### src/hdl/first_fit_heap_allocator_core_defines.svh
// assertion helpers shared by the allocator modules
`ifndef FIRST_FIT_HEAP_ALLOCATOR_CORE_DEFINES_SVH
`define FIRST_FIT_HEAP_ALLOCATOR_CORE_DEFINES_SVH

// same-cycle implication, checked outside reset
`define FFA_ASSERT_NOW(label, ante, cons, msg) \
    label: assert property (@(posedge clk) disable iff (!rst_n) (ante) |-> (cons)) \
        else $error(msg);

// next-cycle implication, checked outside reset
`define FFA_ASSERT_NEXT(label, ante, cons, msg) \
    label: assert property (@(posedge clk) disable iff (!rst_n) (ante) |=> (cons)) \
        else $error(msg);

`endif

### src/hdl/ffa_pkg.sv
package ffa_pkg;

    typedef enum logic [2:0] {
        ST_OK      = 3'd0,
        ST_NOFIT   = 3'd1,
        ST_BADFREE = 3'd2,
        ST_FULL    = 3'd3,
        ST_ZERO    = 3'd4
    } ffa_status_t;

    typedef enum logic [3:0] {
        S_IDLE,
        S_F_RD,
        S_F_CHK,
        S_C_RD,
        S_C_GET,
        S_C_NXT,
        S_C_END,
        S_S_RD,
        S_S_WR,
        S_S_INS,
        S_S_TAKE,
        S_DONE
    } ffa_state_t;

    typedef enum logic [3:0] {
        OP_NONE,
        OP_LOAD,
        OP_F_RD,
        OP_F_CHK,
        OP_C_RD,
        OP_C_GET,
        OP_C_NXT,
        OP_C_END,
        OP_S_RD,
        OP_S_WR,
        OP_S_INS,
        OP_S_TAKE,
        OP_EMIT
    } ffa_op_t;

    typedef struct packed {
        ffa_op_t op;
    } ffa_cmd_t;

    typedef struct packed {
        logic load_free;
        logic more;
        logic hit;
        logic pair;
        logic split;
        logic shift;
        logic s_more;
    } ffa_stat_t;

endpackage

### src/hdl/ffa_cfg_if.sv
interface ffa_cfg_if;
    logic        valid;
    logic        ready;
    logic [31:0] heap_base;

    modport source (output valid, heap_base, input ready);
    modport sink (input valid, heap_base, output ready);
endinterface

### src/hdl/ffa_req_if.sv
interface ffa_req_if;
    logic        valid;
    logic        ready;
    logic        mode;
    logic [16:0] request_size;
    logic [31:0] free_address;

    modport source (output valid, mode, request_size, free_address, input ready);
    modport sink (input valid, mode, request_size, free_address, output ready);
endinterface

### src/hdl/ffa_rsp_if.sv
interface ffa_rsp_if;
    logic        valid;
    logic        ready;
    logic [31:0] payload_address;
    logic [2:0]  status;

    modport source (output valid, payload_address, status, input ready);
    modport sink (input valid, payload_address, status, output ready);
endinterface

### src/hdl/first_fit_heap_allocator_core.sv
// first-fit heap allocator over an address-ordered block table
// channels: cfg writes heap_base (always ready); req carries mode, request_size
// and free_address; rsp returns payload_address and status, one per transaction
// a transaction is taken only while the core is idle; the result sits in an
// output register, so the next request is taken while that result still waits
// free: reads and checks each table entry in turn until the matching start
// allocate: one merge pass over the entries (read, then successor read when a
// pair can merge), then for a split each entry above the fit moves up one slot
// (read, then write); last the free remainder is inserted and the fit is taken
// the block table ram takes one read and one write per cycle
// reset: table holds one free block spanning the heap, heap_base is zero,
// no result is pending; no clearing pass is needed
// a stalled receiver holds the result; the core finishes its current work
// and then waits in its done state until the output register is free
module first_fit_heap_allocator_core
    import ffa_pkg::*;
#(
    parameter int HEAP_BYTES   = 65536,
    parameter int MAX_BLOCKS   = 64,
    parameter int HEADER_BYTES = 9
) (
    input logic        clk,
    input logic        rst_n,
    ffa_cfg_if.sink    cfg,
    ffa_req_if.sink    req,
    ffa_rsp_if.source  rsp
);
    ffa_cmd_t  cmd;
    ffa_stat_t stat;

    // config writes land at once
    assign cfg.ready = 1'b1;

    // sequencer: walks free probe, merge, search, shift and insert steps
    ffa_ctrl u_ctrl (
        .clk       (clk),
        .rst_n     (rst_n),
        .req_valid (req.valid),
        .req_ready (req.ready),
        .rsp_valid (rsp.valid),
        .rsp_ready (rsp.ready),
        .stat      (stat),
        .cmd       (cmd)
    );

    // datapath: block table ram, walk pointers, fit capture, result registers
    ffa_dp #(
        .HEAP_BYTES   (HEAP_BYTES),
        .MAX_BLOCKS   (MAX_BLOCKS),
        .HEADER_BYTES (HEADER_BYTES)
    ) u_dp (
        .clk        (clk),
        .rst_n      (rst_n),
        .cfg_valid  (cfg.valid),
        .cfg_base   (cfg.heap_base),
        .req_mode   (req.mode),
        .req_size   (req.request_size),
        .req_addr   (req.free_address),
        .cmd        (cmd),
        .stat       (stat),
        .rsp_addr   (rsp.payload_address),
        .rsp_status (rsp.status)
    );
endmodule

### src/hdl/ffa_ram.sv
module ffa_ram #(
    parameter int WIDTH = 33,
    parameter int DEPTH = 64
) (
    input  logic                     clk,
    input  logic                     we,
    input  logic [$clog2(DEPTH)-1:0] waddr,
    input  logic [WIDTH-1:0]         wdata,
    input  logic [$clog2(DEPTH)-1:0] raddr,
    output logic [WIDTH-1:0]         rdata
);
    logic [WIDTH-1:0] mem [DEPTH];
    logic [WIDTH-1:0] rdata_reg;

    always_ff @(posedge clk)
    begin
        if (we)
        begin
            mem[waddr] <= wdata;
        end
        rdata_reg <= mem[raddr];
    end

    assign rdata = rdata_reg;
endmodule

### src/hdl/ffa_ctrl.sv
`include "first_fit_heap_allocator_core_defines.svh"

module ffa_ctrl
    import ffa_pkg::*;
(
    input  logic      clk,
    input  logic      rst_n,
    input  logic      req_valid,
    output logic      req_ready,
    output logic      rsp_valid,
    input  logic      rsp_ready,
    input  ffa_stat_t stat,
    output ffa_cmd_t  cmd
);
    ffa_state_t state_reg, state_next;
    logic       rsp_valid_reg, rsp_valid_next;
    logic       emit;

    assign emit = (state_reg == S_DONE) && (!rsp_valid_reg || rsp_ready);

    always_comb
    begin
        state_next = state_reg;
        unique case (state_reg)
            S_IDLE:   if (req_valid) state_next = stat.load_free ? S_F_RD : S_C_RD;
            S_F_RD:   state_next = S_F_CHK;
            S_F_CHK:  state_next = (!stat.hit && stat.more) ? S_F_RD : S_DONE;
            S_C_RD:   state_next = S_C_GET;
            S_C_GET:  state_next = stat.pair ? S_C_NXT : (stat.more ? S_C_RD : S_C_END);
            S_C_NXT:  state_next = stat.more ? S_C_RD : S_C_END;
            S_C_END:  state_next = !stat.split ? S_DONE : (stat.shift ? S_S_RD : S_S_INS);
            S_S_RD:   state_next = S_S_WR;
            S_S_WR:   state_next = stat.s_more ? S_S_RD : S_S_INS;
            S_S_INS:  state_next = S_S_TAKE;
            S_S_TAKE: state_next = S_DONE;
            S_DONE:   if (emit) state_next = S_IDLE;
            default:  state_next = S_IDLE;
        endcase
    end

    always_comb
    begin
        cmd.op = OP_NONE;
        unique case (state_reg)
            S_IDLE:   cmd.op = req_valid ? OP_LOAD : OP_NONE;
            S_F_RD:   cmd.op = OP_F_RD;
            S_F_CHK:  cmd.op = OP_F_CHK;
            S_C_RD:   cmd.op = OP_C_RD;
            S_C_GET:  cmd.op = OP_C_GET;
            S_C_NXT:  cmd.op = OP_C_NXT;
            S_C_END:  cmd.op = OP_C_END;
            S_S_RD:   cmd.op = OP_S_RD;
            S_S_WR:   cmd.op = OP_S_WR;
            S_S_INS:  cmd.op = OP_S_INS;
            S_S_TAKE: cmd.op = OP_S_TAKE;
            S_DONE:   cmd.op = emit ? OP_EMIT : OP_NONE;
            default:  cmd.op = OP_NONE;
        endcase
    end

    always_comb
    begin
        rsp_valid_next = rsp_valid_reg;
        if (emit)
        begin
            rsp_valid_next = 1'b1;
        end
        else if (rsp_ready)
        begin
            rsp_valid_next = 1'b0;
        end
    end

    always_ff @(posedge clk or negedge rst_n)
    begin
        if (!rst_n)
        begin
            state_reg     <= S_IDLE;
            rsp_valid_reg <= 1'b0;
        end
        else
        begin
            state_reg     <= state_next;
            rsp_valid_reg <= rsp_valid_next;
        end
    end

    assign req_ready = (state_reg == S_IDLE);
    assign rsp_valid = rsp_valid_reg;

    `FFA_ASSERT_NEXT(a_accept_leaves_idle, req_valid && req_ready, state_reg != S_IDLE,
        "accepted transaction did not start work")
    `FFA_ASSERT_NEXT(a_done_delivers, emit, rsp_valid && (state_reg == S_IDLE),
        "finished result was not posted")
endmodule

### src/hdl/ffa_dp.sv
`include "first_fit_heap_allocator_core_defines.svh"

module ffa_dp
    import ffa_pkg::*;
#(
    parameter int HEAP_BYTES   = 65536,
    parameter int MAX_BLOCKS   = 64,
    parameter int HEADER_BYTES = 9
) (
    input  logic        clk,
    input  logic        rst_n,
    input  logic        cfg_valid,
    input  logic [31:0] cfg_base,
    input  logic        req_mode,
    input  logic [16:0] req_size,
    input  logic [31:0] req_addr,
    input  ffa_cmd_t    cmd,
    output ffa_stat_t   stat,
    output logic [31:0] rsp_addr,
    output logic [2:0]  rsp_status
);
    localparam int SW = $clog2(HEAP_BYTES);
    localparam int IW = $clog2(MAX_BLOCKS);
    localparam int CW = $clog2(MAX_BLOCKS + 1);
    localparam int EW = 2 * SW + 1;
    localparam logic [SW-1:0] HDR      = SW'(HEADER_BYTES);
    localparam logic [SW-1:0] RST_SIZE = SW'(HEAP_BYTES - HEADER_BYTES);
    localparam logic [17:0]   HDR1     = 18'(HEADER_BYTES + 1);
    localparam logic [CW-1:0] MAXC     = CW'(MAX_BLOCKS);

    typedef struct packed {
        logic          free;
        logic [SW-1:0] start;
        logic [SW-1:0] size;
    } ent_t;

    localparam ent_t RST_ENT = '{free: 1'b1, start: '0, size: RST_SIZE};

    logic [31:0]   base_reg, base_next;
    logic [16:0]   req_reg, req_next;
    logic [31:0]   off_reg, off_next;
    logic [CW-1:0] r_reg, r_next, w_reg, w_next, cnt_reg, cnt_next;
    ent_t          cur_reg, cur_next, fit_reg, fit_next;
    logic [IW-1:0] fidx_reg, fidx_next;
    logic          found_reg, found_next, exact_reg, exact_next;
    logic [31:0]   res_addr_reg, res_addr_next, rsp_addr_reg, rsp_addr_next;
    ffa_status_t   res_st_reg, res_st_next, rsp_st_reg, rsp_st_next;
    logic          e0_reg, e0_next, rd_zero_reg;

    logic          ram_we;
    logic [IW-1:0] ram_waddr, ram_raddr;
    logic [EW-1:0] ram_wdata, ram_rdata;

    ent_t          rd_ent, em_ent, mrg_ent;
    logic          em_en;
    logic [CW-1:0] r_inc1, r_inc2, r_dec, fit1;
    logic [17:0]   em_size, req18;
    logic          em_eq, em_big;
    logic [31:0]   payload;

    ffa_ram #(.WIDTH(EW), .DEPTH(MAX_BLOCKS)) u_table (
        .clk   (clk),
        .we    (ram_we),
        .waddr (ram_waddr),
        .wdata (ram_wdata),
        .raddr (ram_raddr),
        .rdata (ram_rdata)
    );

    // entry 0 reads as the whole free heap until first written
    assign rd_ent  = (rd_zero_reg && e0_reg) ? RST_ENT : ent_t'(ram_rdata);
    assign r_inc1  = r_reg + CW'(1);
    assign r_inc2  = r_reg + CW'(2);
    assign r_dec   = r_reg - CW'(1);
    assign fit1    = CW'(fidx_reg) + CW'(1);
    assign req18   = 18'(req_reg);
    assign em_size = 18'(em_ent.size);
    assign em_eq   = (em_size == req18);
    assign em_big  = (em_size >= req18 + HDR1);
    assign payload = base_reg + 32'(fit_reg.start) + 32'(HEADER_BYTES);

    always_comb
    begin
        mrg_ent       = cur_reg;
        mrg_ent.size  = cur_reg.size + HDR + rd_ent.size;
        base_next     = cfg_valid ? cfg_base : base_reg;
        req_next      = req_reg;
        off_next      = off_reg;
        r_next        = r_reg;
        w_next        = w_reg;
        cnt_next      = cnt_reg;
        cur_next      = cur_reg;
        fit_next      = fit_reg;
        fidx_next     = fidx_reg;
        found_next    = found_reg;
        exact_next    = exact_reg;
        res_addr_next = res_addr_reg;
        res_st_next   = res_st_reg;
        rsp_addr_next = rsp_addr_reg;
        rsp_st_next   = rsp_st_reg;
        ram_we        = 1'b0;
        ram_waddr     = w_reg[IW-1:0];
        ram_wdata     = rd_ent;
        ram_raddr     = r_reg[IW-1:0];
        em_en         = 1'b0;
        em_ent        = rd_ent;
        stat          = '0;
        stat.load_free = req_mode;

        unique case (cmd.op)
            OP_LOAD:
            begin
                req_next   = req_size;
                off_next   = req_addr - base_reg - 32'(HEADER_BYTES);
                r_next     = '0;
                w_next     = '0;
                found_next = 1'b0;
            end
            OP_F_CHK:
            begin
                stat.hit = (off_reg == 32'(rd_ent.start));
                res_addr_next = '0;
                if (stat.hit)
                begin
                    res_st_next = rd_ent.free ? ST_BADFREE : ST_OK;
                    ram_we      = !rd_ent.free;
                    ram_waddr   = r_reg[IW-1:0];
                    ram_wdata   = {1'b1, rd_ent.start, rd_ent.size};
                end
                else
                begin
                    r_next      = r_inc1;
                    res_st_next = ST_BADFREE;
                end
            end
            OP_C_GET:
            begin
                cur_next  = rd_ent;
                stat.pair = rd_ent.free && (r_inc1 < cnt_reg);
                if (stat.pair)
                begin
                    ram_raddr = r_inc1[IW-1:0];
                end
                else
                begin
                    em_en  = 1'b1;
                    em_ent = rd_ent;
                    r_next = r_inc1;
                end
            end
            OP_C_NXT:
            begin
                em_en = 1'b1;
                if (rd_ent.free)
                begin
                    em_ent = mrg_ent;
                    r_next = r_inc2;
                end
                else
                begin
                    em_ent = cur_reg;
                    r_next = r_inc1;
                end
            end
            OP_C_END:
            begin
                cnt_next      = w_reg;
                res_addr_next = '0;
                if (req_reg == '0)
                begin
                    res_st_next = ST_ZERO;
                end
                else if (!found_reg)
                begin
                    res_st_next = ST_NOFIT;
                end
                else if (exact_reg)
                begin
                    ram_we        = 1'b1;
                    ram_waddr     = fidx_reg;
                    ram_wdata     = {1'b0, fit_reg.start, fit_reg.size};
                    res_st_next   = ST_OK;
                    res_addr_next = payload;
                end
                else if (w_reg >= MAXC)
                begin
                    res_st_next = ST_FULL;
                end
                else
                begin
                    stat.split = 1'b1;
                    stat.shift = (w_reg > fit1);
                    r_next     = w_reg;
                end
            end
            OP_S_RD:
            begin
                ram_raddr = r_dec[IW-1:0];
            end
            OP_S_WR:
            begin
                ram_we      = 1'b1;
                ram_waddr   = r_reg[IW-1:0];
                ram_wdata   = rd_ent;
                r_next      = r_dec;
                stat.s_more = (r_dec > fit1);
            end
            OP_S_INS:
            begin
                ram_we    = 1'b1;
                ram_waddr = fit1[IW-1:0];
                ram_wdata = {1'b1, fit_reg.start + HDR + req_reg[SW-1:0],
                             fit_reg.size - req_reg[SW-1:0] - HDR};
            end
            OP_S_TAKE:
            begin
                ram_we        = 1'b1;
                ram_waddr     = fidx_reg;
                ram_wdata     = {1'b0, fit_reg.start, req_reg[SW-1:0]};
                cnt_next      = cnt_reg + CW'(1);
                res_st_next   = ST_OK;
                res_addr_next = payload;
            end
            OP_EMIT:
            begin
                rsp_addr_next = res_addr_reg;
                rsp_st_next   = res_st_reg;
            end
            default:
            begin
            end
        endcase

        // compaction write during the merge pass, with first-fit capture
        if (em_en)
        begin
            ram_we    = 1'b1;
            ram_waddr = w_reg[IW-1:0];
            ram_wdata = em_ent;
            w_next    = w_reg + CW'(1);
            if (!found_reg && (req_reg != '0) && em_ent.free && (em_eq || em_big))
            begin
                found_next = 1'b1;
                exact_next = em_eq;
                fit_next   = em_ent;
                fidx_next  = w_reg[IW-1:0];
            end
        end

        stat.more = (r_next < cnt_reg);
        e0_next   = e0_reg && !(ram_we && (ram_waddr == '0));
    end

    always_ff @(posedge clk or negedge rst_n)
    begin
        if (!rst_n)
        begin
            base_reg     <= '0;
            cnt_reg      <= CW'(1);
            e0_reg       <= 1'b1;
            rd_zero_reg  <= 1'b0;
            r_reg        <= '0;
            w_reg        <= '0;
            found_reg    <= 1'b0;
            exact_reg    <= 1'b0;
            req_reg      <= '0;
            off_reg      <= '0;
            cur_reg      <= '0;
            fit_reg      <= '0;
            fidx_reg     <= '0;
            res_addr_reg <= '0;
            res_st_reg   <= ST_OK;
            rsp_addr_reg <= '0;
            rsp_st_reg   <= ST_OK;
        end
        else
        begin
            base_reg     <= base_next;
            cnt_reg      <= cnt_next;
            e0_reg       <= e0_next;
            rd_zero_reg  <= (ram_raddr == '0);
            r_reg        <= r_next;
            w_reg        <= w_next;
            found_reg    <= found_next;
            exact_reg    <= exact_next;
            req_reg      <= req_next;
            off_reg      <= off_next;
            cur_reg      <= cur_next;
            fit_reg      <= fit_next;
            fidx_reg     <= fidx_next;
            res_addr_reg <= res_addr_next;
            res_st_reg   <= res_st_next;
            rsp_addr_reg <= rsp_addr_next;
            rsp_st_reg   <= rsp_st_next;
        end
    end

    assign rsp_addr   = rsp_addr_reg;
    assign rsp_status = rsp_st_reg;

    `FFA_ASSERT_NOW(a_count_range, 1'b1, (cnt_reg != '0) && (cnt_reg <= MAXC),
        "block count out of range")
endmodule
### src/flat_wrapper.sv
// flat-port wrapper written by rule: the top's interface ports become plain ports
module first_fit_heap_allocator_core_flat import ffa_pkg::*;
#(
    parameter int HEAP_BYTES   = 65536,
    parameter int MAX_BLOCKS   = 64,
    parameter int HEADER_BYTES = 9
)
  (clk, rst_n, cfg_valid, cfg_heap_base, cfg_ready, req_valid, req_mode, req_request_size, req_free_address, req_ready, rsp_valid, rsp_payload_address, rsp_status, rsp_ready);
  ffa_cfg_if cfg_i ();
  ffa_req_if req_i ();
  ffa_rsp_if rsp_i ();
  input logic clk;
  input logic rst_n;
  input wire logic [$bits(cfg_i.valid)-1:0] cfg_valid;
  input wire logic [$bits(cfg_i.heap_base)-1:0] cfg_heap_base;
  output wire logic [$bits(cfg_i.ready)-1:0] cfg_ready;
  input wire logic [$bits(req_i.valid)-1:0] req_valid;
  input wire logic [$bits(req_i.mode)-1:0] req_mode;
  input wire logic [$bits(req_i.request_size)-1:0] req_request_size;
  input wire logic [$bits(req_i.free_address)-1:0] req_free_address;
  output wire logic [$bits(req_i.ready)-1:0] req_ready;
  output wire logic [$bits(rsp_i.valid)-1:0] rsp_valid;
  output wire logic [$bits(rsp_i.payload_address)-1:0] rsp_payload_address;
  output wire logic [$bits(rsp_i.status)-1:0] rsp_status;
  input wire logic [$bits(rsp_i.ready)-1:0] rsp_ready;
  assign cfg_i.valid = cfg_valid;
  assign cfg_i.heap_base = cfg_heap_base;
  assign cfg_ready = cfg_i.ready;
  assign req_i.valid = req_valid;
  assign req_i.mode = req_mode;
  assign req_i.request_size = req_request_size;
  assign req_i.free_address = req_free_address;
  assign req_ready = req_i.ready;
  assign rsp_valid = rsp_i.valid;
  assign rsp_payload_address = rsp_i.payload_address;
  assign rsp_status = rsp_i.status;
  assign rsp_i.ready = rsp_ready;
  first_fit_heap_allocator_core #(.HEAP_BYTES(HEAP_BYTES), .MAX_BLOCKS(MAX_BLOCKS), .HEADER_BYTES(HEADER_BYTES)) u_core (.clk(clk), .rst_n(rst_n), .cfg(cfg_i), .req(req_i), .rsp(rsp_i));
endmodule
### config.mk
export PLATFORM = sky130hd
export DESIGN_NAME = first_fit_heap_allocator_core_flat
export DESIGN_NICKNAME = d
export VERILOG_FILES = /design/src/hdl/ffa_pkg.sv /design/src/hdl/ffa_cfg_if.sv /design/src/hdl/ffa_req_if.sv /design/src/hdl/ffa_rsp_if.sv /design/src/hdl/first_fit_heap_allocator_core.sv /design/src/hdl/ffa_ram.sv /design/src/hdl/ffa_ctrl.sv /design/src/hdl/ffa_dp.sv /design/src/flat_wrapper.sv
export VERILOG_INCLUDE_DIRS = /design/src /design/src/hdl
export SDC_FILE = /design/constraint.sdc
export NUM_CORES = 2
export LEC_CHECK = 0
export ABC_AREA = 1
export BUFFER_PORTS_ARGS = -buffer_cell sky130_fd_sc_hd__buf_2
export CAP_MARGIN = 20
export CORE_MARGIN = 2
export CORE_UTILIZATION = 44
export DETAILED_ROUTE_END_ITERATION = 7
export SLEW_MARGIN = 5
export SYNTH_ARGS = -nofsm -noshare
export SYNTH_HDL_FRONTEND = slang
export SYNTH_SLANG_ARGS = --single-unit
### constraint.sdc
create_clock -name clk -period 5.6 [get_ports clk]
set_clock_uncertainty 0.1 [all_clocks]
set_input_delay 1.68 -clock clk [delete_from_list [all_inputs] [get_ports clk]]
set_output_delay 1.68 -clock clk [all_outputs]
set_load 0.05 [all_outputs]
**Word level (Yosys, flattened, before mapping)**

Memories as Yosys holds them, arrays and structs flattened. A register that Yosys moved wholly into a read port is not among the register bits.
Cells that the tools add are included.
Widths: inputs -> output; s select.

- Bits in registers: 252
- RAM bits: 2112
- Input port bits: 87
- Output and inout bits: 38
- Logic and storage cells: 176
- Memories: 1

Memory list:

| name | words | width | rd ports | clocked after memory_dff | write ports | line | source |
|---|---|---|---|---|---|---|---|
| u_core.u_dp.u_table.mem | 64 | 33 | 1 | 1 | 1 | ffa_ram.sv:12 | `logic [WIDTH-1:0] mem [DEPTH];` |

- Add/sub/neg operators: 17
- Order comparisons: 6
- Eq/ne operators: 26
- Muxes and demuxes: 75
- Reduce and logical (&&, ||, !) cells: 29

Operator list:

| cell | count |
|---|---|
| $mux 33 | 7 |
| $pmux 33 s4 | 1 |
| $mux 32 | 3 |
| $pmux 32 s3 | 1 |
| $pmux 4 s12 | 2 |
| $mux 7 | 9 |
| $pmux 7 s6 | 1 |
| $eq 4x4->1 const B | 9 |
| $mux 6 | 6 |
| $add 16x16->16 | 2 |
| $add 16x4->16 const B | 2 |
| $add 32x16->32 | 1 |
| $add 32x4->32 const B | 1 |
| $eq 32x16->1 | 1 |
| $mux 4 | 8 |
| $sub 32x32->32 | 1 |
| $sub 32x4->32 const B | 1 |
| $pmux 6 s5 | 1 |
| $eq 4x3->1 const B | 7 |
| $add 7x1->7 const B | 3 |
| $add 17x4->18 const B | 1 |
| $ge 16x18->1 | 1 |
| $eq 16x17->1 | 1 |
| $logic_not 17->1 | 1 |
| other kinds (31) | 82 |

**Longest topological paths before layout**

- Word-level depth: 12
- Depth in mapped cells: 32
- Gate-level depth less buffers: 29

**Modules after synthesis**

A second synthesis with hierarchy kept.

- Cells, all modules: 9955
- Area total of the unflattened synthesis: 106768.6 um^2

Modules (own cells, without submodules):

| module | times used | cells each | area each (um^2) | sequential area each (um^2) |
|---|---|---|---|---|
| ffa_ram | 1 | 6980 | 85714.7 | 64081.5 |
| ffa_dp | 1 | 2894 | 20572.2 | 6183.4 |
| ffa_ctrl | 1 | 79 | 470.5 | 125.1 |
| first_fit_heap_allocator_core | 1 | 2 | 11.3 | 0.0 |

**Worst setup path after synthesis**

No wires, ideal clock.

- Path type: reg-to-reg
- From: register u_core.u_dp.r_reg[1]
- To: memory u_core.u_dp.u_table.mem[0][0], data pin
- Library setup time: 0.702 ns
- Arrival time: 5.071 ns
- Required time: 4.798 ns
- Path slack: -0.273 ns
- Stages on the path, launching flop included: 17
- Buffers on the path: 2
- Period minus slack after synthesis: 5.873 ns
- Path through: dfrtp_1 -> ha_1 -> and3_1 -> nand2_1 -> xor2_1 -> inv_1 -> ha_1 -> nand2_1 -> nor2_1 -> nand2_1 -> nand3_2 -> nand2_2 -> buf_4 -> nand2_1 -> clkinv_1 -> clkbuf_1 -> o21ai_0

- Cells in the longest elaborated chain, start to end: 6

Ends and longest elaborated chain:

| what | line | source |
|---|---|---|
| start, declared | ffa_dp.sv:42 | `logic [CW-1:0] r_reg, r_next, w_reg, w_next, cnt_reg, cnt_next;` |
| start signal, assigned | ffa_dp.sv:282 | `r_reg <= r_next;` |
| $add 7x1->7 | ffa_dp.sv:72 | `assign r_inc1 = r_reg + CW'(1);` |
| $lt 7x7->1 | ffa_dp.sv:139 | `stat.pair = rd_ent.free && (r_inc1 < cnt_reg);` |
| $logic_and 1x1->1 | ffa_dp.sv:139 |  |
| $mux 1 | ffa_dp.sv:140 | `if (stat.pair)` |
| $pmux 1 s2 | ffa_dp.sv:110 | `unique case (cmd.op)` |
| $mux 33 | ffa_dp.sv:235 | `if (em_en)` |
| via u_core.u_dp.ram_wdata[0] | ffa_dp.sv:52 | `logic [EW-1:0] ram_wdata, ram_rdata;` |
| end, declared | ffa_ram.sv:12 |  |

The timed path passes the listed nets, and every way through them passes these cells.

**Worst setup path in the final report**

- From: register u_core.u_dp.r_reg[0]
- To: register u_core.u_dp.u_table.rdata_reg[3], in the netlist u_core.u_dp.u_table.rdata[3] (read register of u_core.u_dp.u_table.mem)

- Cells in the longest elaborated chain, start to end: 5
- Elaborated cells between the ends (all ways): 6
- Those cells by class: add/sub: 2; order compare: 1; mux: 2; reduce/logical: 1

Ends and longest elaborated chain:

| what | line | source |
|---|---|---|
| $add 7x1->7 | ffa_dp.sv:72 |  |
| $lt 7x7->1 | ffa_dp.sv:139 |  |
| $logic_and 1x1->1 | ffa_dp.sv:139 |  |
| $mux 6 | ffa_dp.sv:140 |  |
| $pmux 6 s2 (*) | ffa_dp.sv:110 |  |
| end, declared | ffa_ram.sv:13 | `logic [WIDTH-1:0] rdata_reg;` |

Mark *: on every way between the ends. The rest lies on a longest branch, timed or not.
A chain may end at the register's enable or synchronous reset.

==> results.json <==
{
  "status": "finished, final reports clean",
  "min_to": "u_core.u_dp.e0_reg",
  "r2r_slack_ns": 0.26,
  "yosysSeqAreaShare_pct": 66.73,
  "syn2layout_area_growth_pct": 14.13,
  "instances_no_fill": 13040,
  "required_ns": 6.35,
  "postRouteAntennaNets": 0,
  "rows": 179,
  "fillers": 20700,
  "netlist.area_leader.share_pct": 60.12,
  "place_inst": 12580,
  "power.density_nw_per_um2": 652.8,
  "viasPerCell": 5.757,
  "timing.fmax_mhz": 187.2,
  "synth_ff_type": "edfxtp_1",
  "grt_use_total_pct": 26.36,
  "die_x_um": 493.6,
  "cp_max_fo": 48,
  "final_nets": 9980,
  "rr_startpoint": "u_core.u_dp.r_reg[0]",
  "cp-start-kind": "flip-flop",
  "hold_path_depth": 2,
  "peakVddDrop_uv": 563.8,
  "register_area_um2": 70390,
  "drtPass1Iterations": 6,
  "place_hpwl_mm": 192.9,
  "hold_violations": 0,
  "synth_edf_count": 2112,
  "die-area_um2": 243700,
  "ctsHtreeMaxLevel": 4,
  "worst_pin_slew_ns": 0.9706,
  "drv_cap": 0,
  "drt-initial-drc-count": 9405,
  "grt_antenna_before_repair": 15,
  "gp_congestion": 0.9190,
  "root_buffer": "clkbuf_16",
  "ys_types": 60,
  "rsz0062_at_grt": "no",
  "yosysMostFrequentCell": "edfxtp_1",
  "initial_core_util_pct": 44.31,
  "clock-sinks": 2397,
  "async_reset_ff_share_pct": 10.51,
  "chipHeight_um": 493.6,
  "multi_input_area_um2": 31470,
  "grt_max_degree": 152,
  "r2r_end": "u_core.u_dp.u_table.rdata[3]",
  "clk_pin_slew_ns": 0.06,
  "port_buffers": 123,
  "synth_area_leaders": "edfxtp_1 (60%), dfrtp_1 (5.9%), o21ai_0 (5.9%), nor2_1 (5.6%), nand2_1 (4.1%)",
  "wire_per_inst_um": 25.13,
  "fin_setup_tns_ns": 0,
  "synthesis.nets": 9842,
  "cp-end-kind": "flip-flop",
  "synth.largest_area_cell": "edfxtp_1",
  "min-delay-start": "u_core.u_dp.e0_reg",
  "syn_area_per_cell_um2": 11.08,
  "drive_gt1_share_pct": 11.32,
  "crit_path_start": "u_core.u_dp.r_reg[0]",
  "first_global_vias": 71440,
  "syn-cell-area_um2": 105500,
  "critPathArrivalTime_ns": 6.09,
  "largest_register_ff_count": 2112,
  "ys_top_cells_by_count": "edfxtp_1 (2,112), nor2_1 (1,565), o21ai_0 (1,235)",
  "min_period_over_period_pct": 95.42,
  "core_area_um2": 238100,
  "yosysWarnings": 0,
  "routed_wl_mm": 327.6,
  "overflow": 0,
  "grt_pass1_wl_mm": 478.5,
  "drcViolationCount": 0,
  "cts_tree": "built",
  "cts.path.max_buffers": 3,
  "ys_ff_latch": 2397,
  "r2r_cells": 25,
  "hp-class": "flip-flop to flip-flop",
  "slew_headroom_pct": 35.29,
  "finalSetupViolCount": 0,
  "power_leakage_nw": 43.80,
  "clkLatencyLatePin_ns": 0.92,
  "hold_buffers": 0,
  "io_pins": 125,
  "cts_made_buffers": 239,
  "num_vias": 75070,
  "netlist_instances": 9518,
  "crit_type": "flip-flop to flip-flop",
  "min_period_ns": 5.343,
  "slew_viol_final": 0
}
-- metal layers --
layer / vias up / global-route usage [%] / part of all wire (%)
li1: 33940 / - / -
met1: 37140 / 38.08 / 42
met2: 3416 / 40.07 / 45
met3: 558 / 4.444 / 9.4
met4: 10 / 9.693 / 3.7
met5: - / 0 / 0.023
-- repair_timing --
action / in CTS / in global routing
endpoints found under the setup margin: 0 / 3
buffers inserted: 0 / 0
resized for setup: 0 / 2
-- area by class of cell --
| cell class | instances | share of cell area, % |
|---|---|---|
| Antenna cell | 4 | 0.008314 |
| Tap cell | 3167 | 3.291 |
| Inverter | 557 | 1.763 |
| Clock inverter | 135 | 1.147 |
| Clock buffer | 317 | 5.352 |
| Multi-Input combinational cell | 6029 | 26.14 |
| Sequential cell | 2397 | 58.47 |
| Timing Repair Buffer | 432 | 3.832 |
-- power by group --
group	switching [W]	internal [W]
combinational	0.0266	0.00943
sequential	0.00107	0.0255
clock	0.00701	0.00899
-- layout by cell type, fill, tap and decap left out, types with 20 or more instances in the layout --
master / n
ha_1: 232
o21ai_0: 1233
clkinv_2: 44
nand3_1: 412
inv_2: 20
dfrtp_1: 250
nand3b_1: 20
o21bai_1: 33
clkbuf_1: 61
nand2_1: 1143
nor3_1: 33
xnor2_1: 24
edfxtp_1: 2112
inv_1: 520
o21ai_1: 231
buf_4: 175
buf_12: 133
buf_2: 122
nor2_4: 66
o211ai_1: 267
nand4_1: 23
dfxtp_1: 33
a21oi_1: 248
o22ai_1: 144
clkinv_1: 58
or2_2: 173
nor2_1: 1501
xor2_1: 54
clkbuf_16: 239
-- worst max path at each step --
stage                                                 to  slack (ns)
after floorplan           u_core.u_dp.u_table.mem[0][15]        0.09
after global placement      u_core.u_dp.u_table.rdata[3]        0.29
after detailed placement    u_core.u_dp.u_table.rdata[3]        0.27
after CTS                   u_core.u_dp.u_table.rdata[3]        0.25
after global routing        u_core.u_dp.u_table.rdata[3]       0.009
final                       u_core.u_dp.u_table.rdata[3]        0.26
-- kinds of logic (layout without fill, tap and decap cells) --
| family | Yosys count | count (layout) | share of synthesized area, % |
|---|---|---|---|
| other | 1 | 5 | 0.003555 |
| xor gates and xnor gates | 78 | 78 | 0.6476 |
| and+or+nand+nor | 3412 | 3412 | 13.34 |
| buffers and inverters | 1092 | 1441 | 4.207 |
| adders and majority gates | 237 | 237 | 2.847 |
| DFF | 2397 | 2397 | 66.73 |
| AOI/OAI and AO/OA | 2283 | 2283 | 12.04 |
| muxes | 18 | 18 | 0.1921 |
-- per-stage QoR --
stage / setup WS [ns] / area, um2 / util (%) / hold slack, ns / total power (W)
detailed placement: 0.2698 / 112500 / 47.24 / 0.3450 / 0.06220
floorplan: 0.09169 / 105500 / - / 0.3309 / 0.04736
finish: 0.2567 / 120400 / 50.57 / 0.3667 / 0.07859
CTS: 0.2483 / 120300 / 50.53 / 0.3705 / 0.07821
global placement: 0.2856 / 112500 / 47.24 / 0.3613 / 0.06170
global route: 0.009303 / 120400 / 50.56 / 0.3762 / 0.08257
-- critical path, cell delays in order (launching register included) --
cell and delay (ns):
dfrtp_1 0.34, buf_4 0.22, clkinv_1 0.44, ha_1 0.53
ha_1 0.30, nand3_1 0.08, nand2_1 0.10, nand2_1 0.11
nand3_2 0.12, nand2_2 0.11, nand2_2 0.11, nand2_1 0.12
nand3_4 0.29, clkinv_8 0.35, buf_12 0.32, buf_12 0.22
o21ai_0 0.09, nor2_1 0.11, nor2_1 0.04, o21ai_0 0.12
nand3_1 0.39, nand2_1 0.16, nand2_1 0.07, nand2_1 0.15
inv_1 0.16, nand2_1 0.09
No activity file was read; power rests on OpenSTA's default activity.
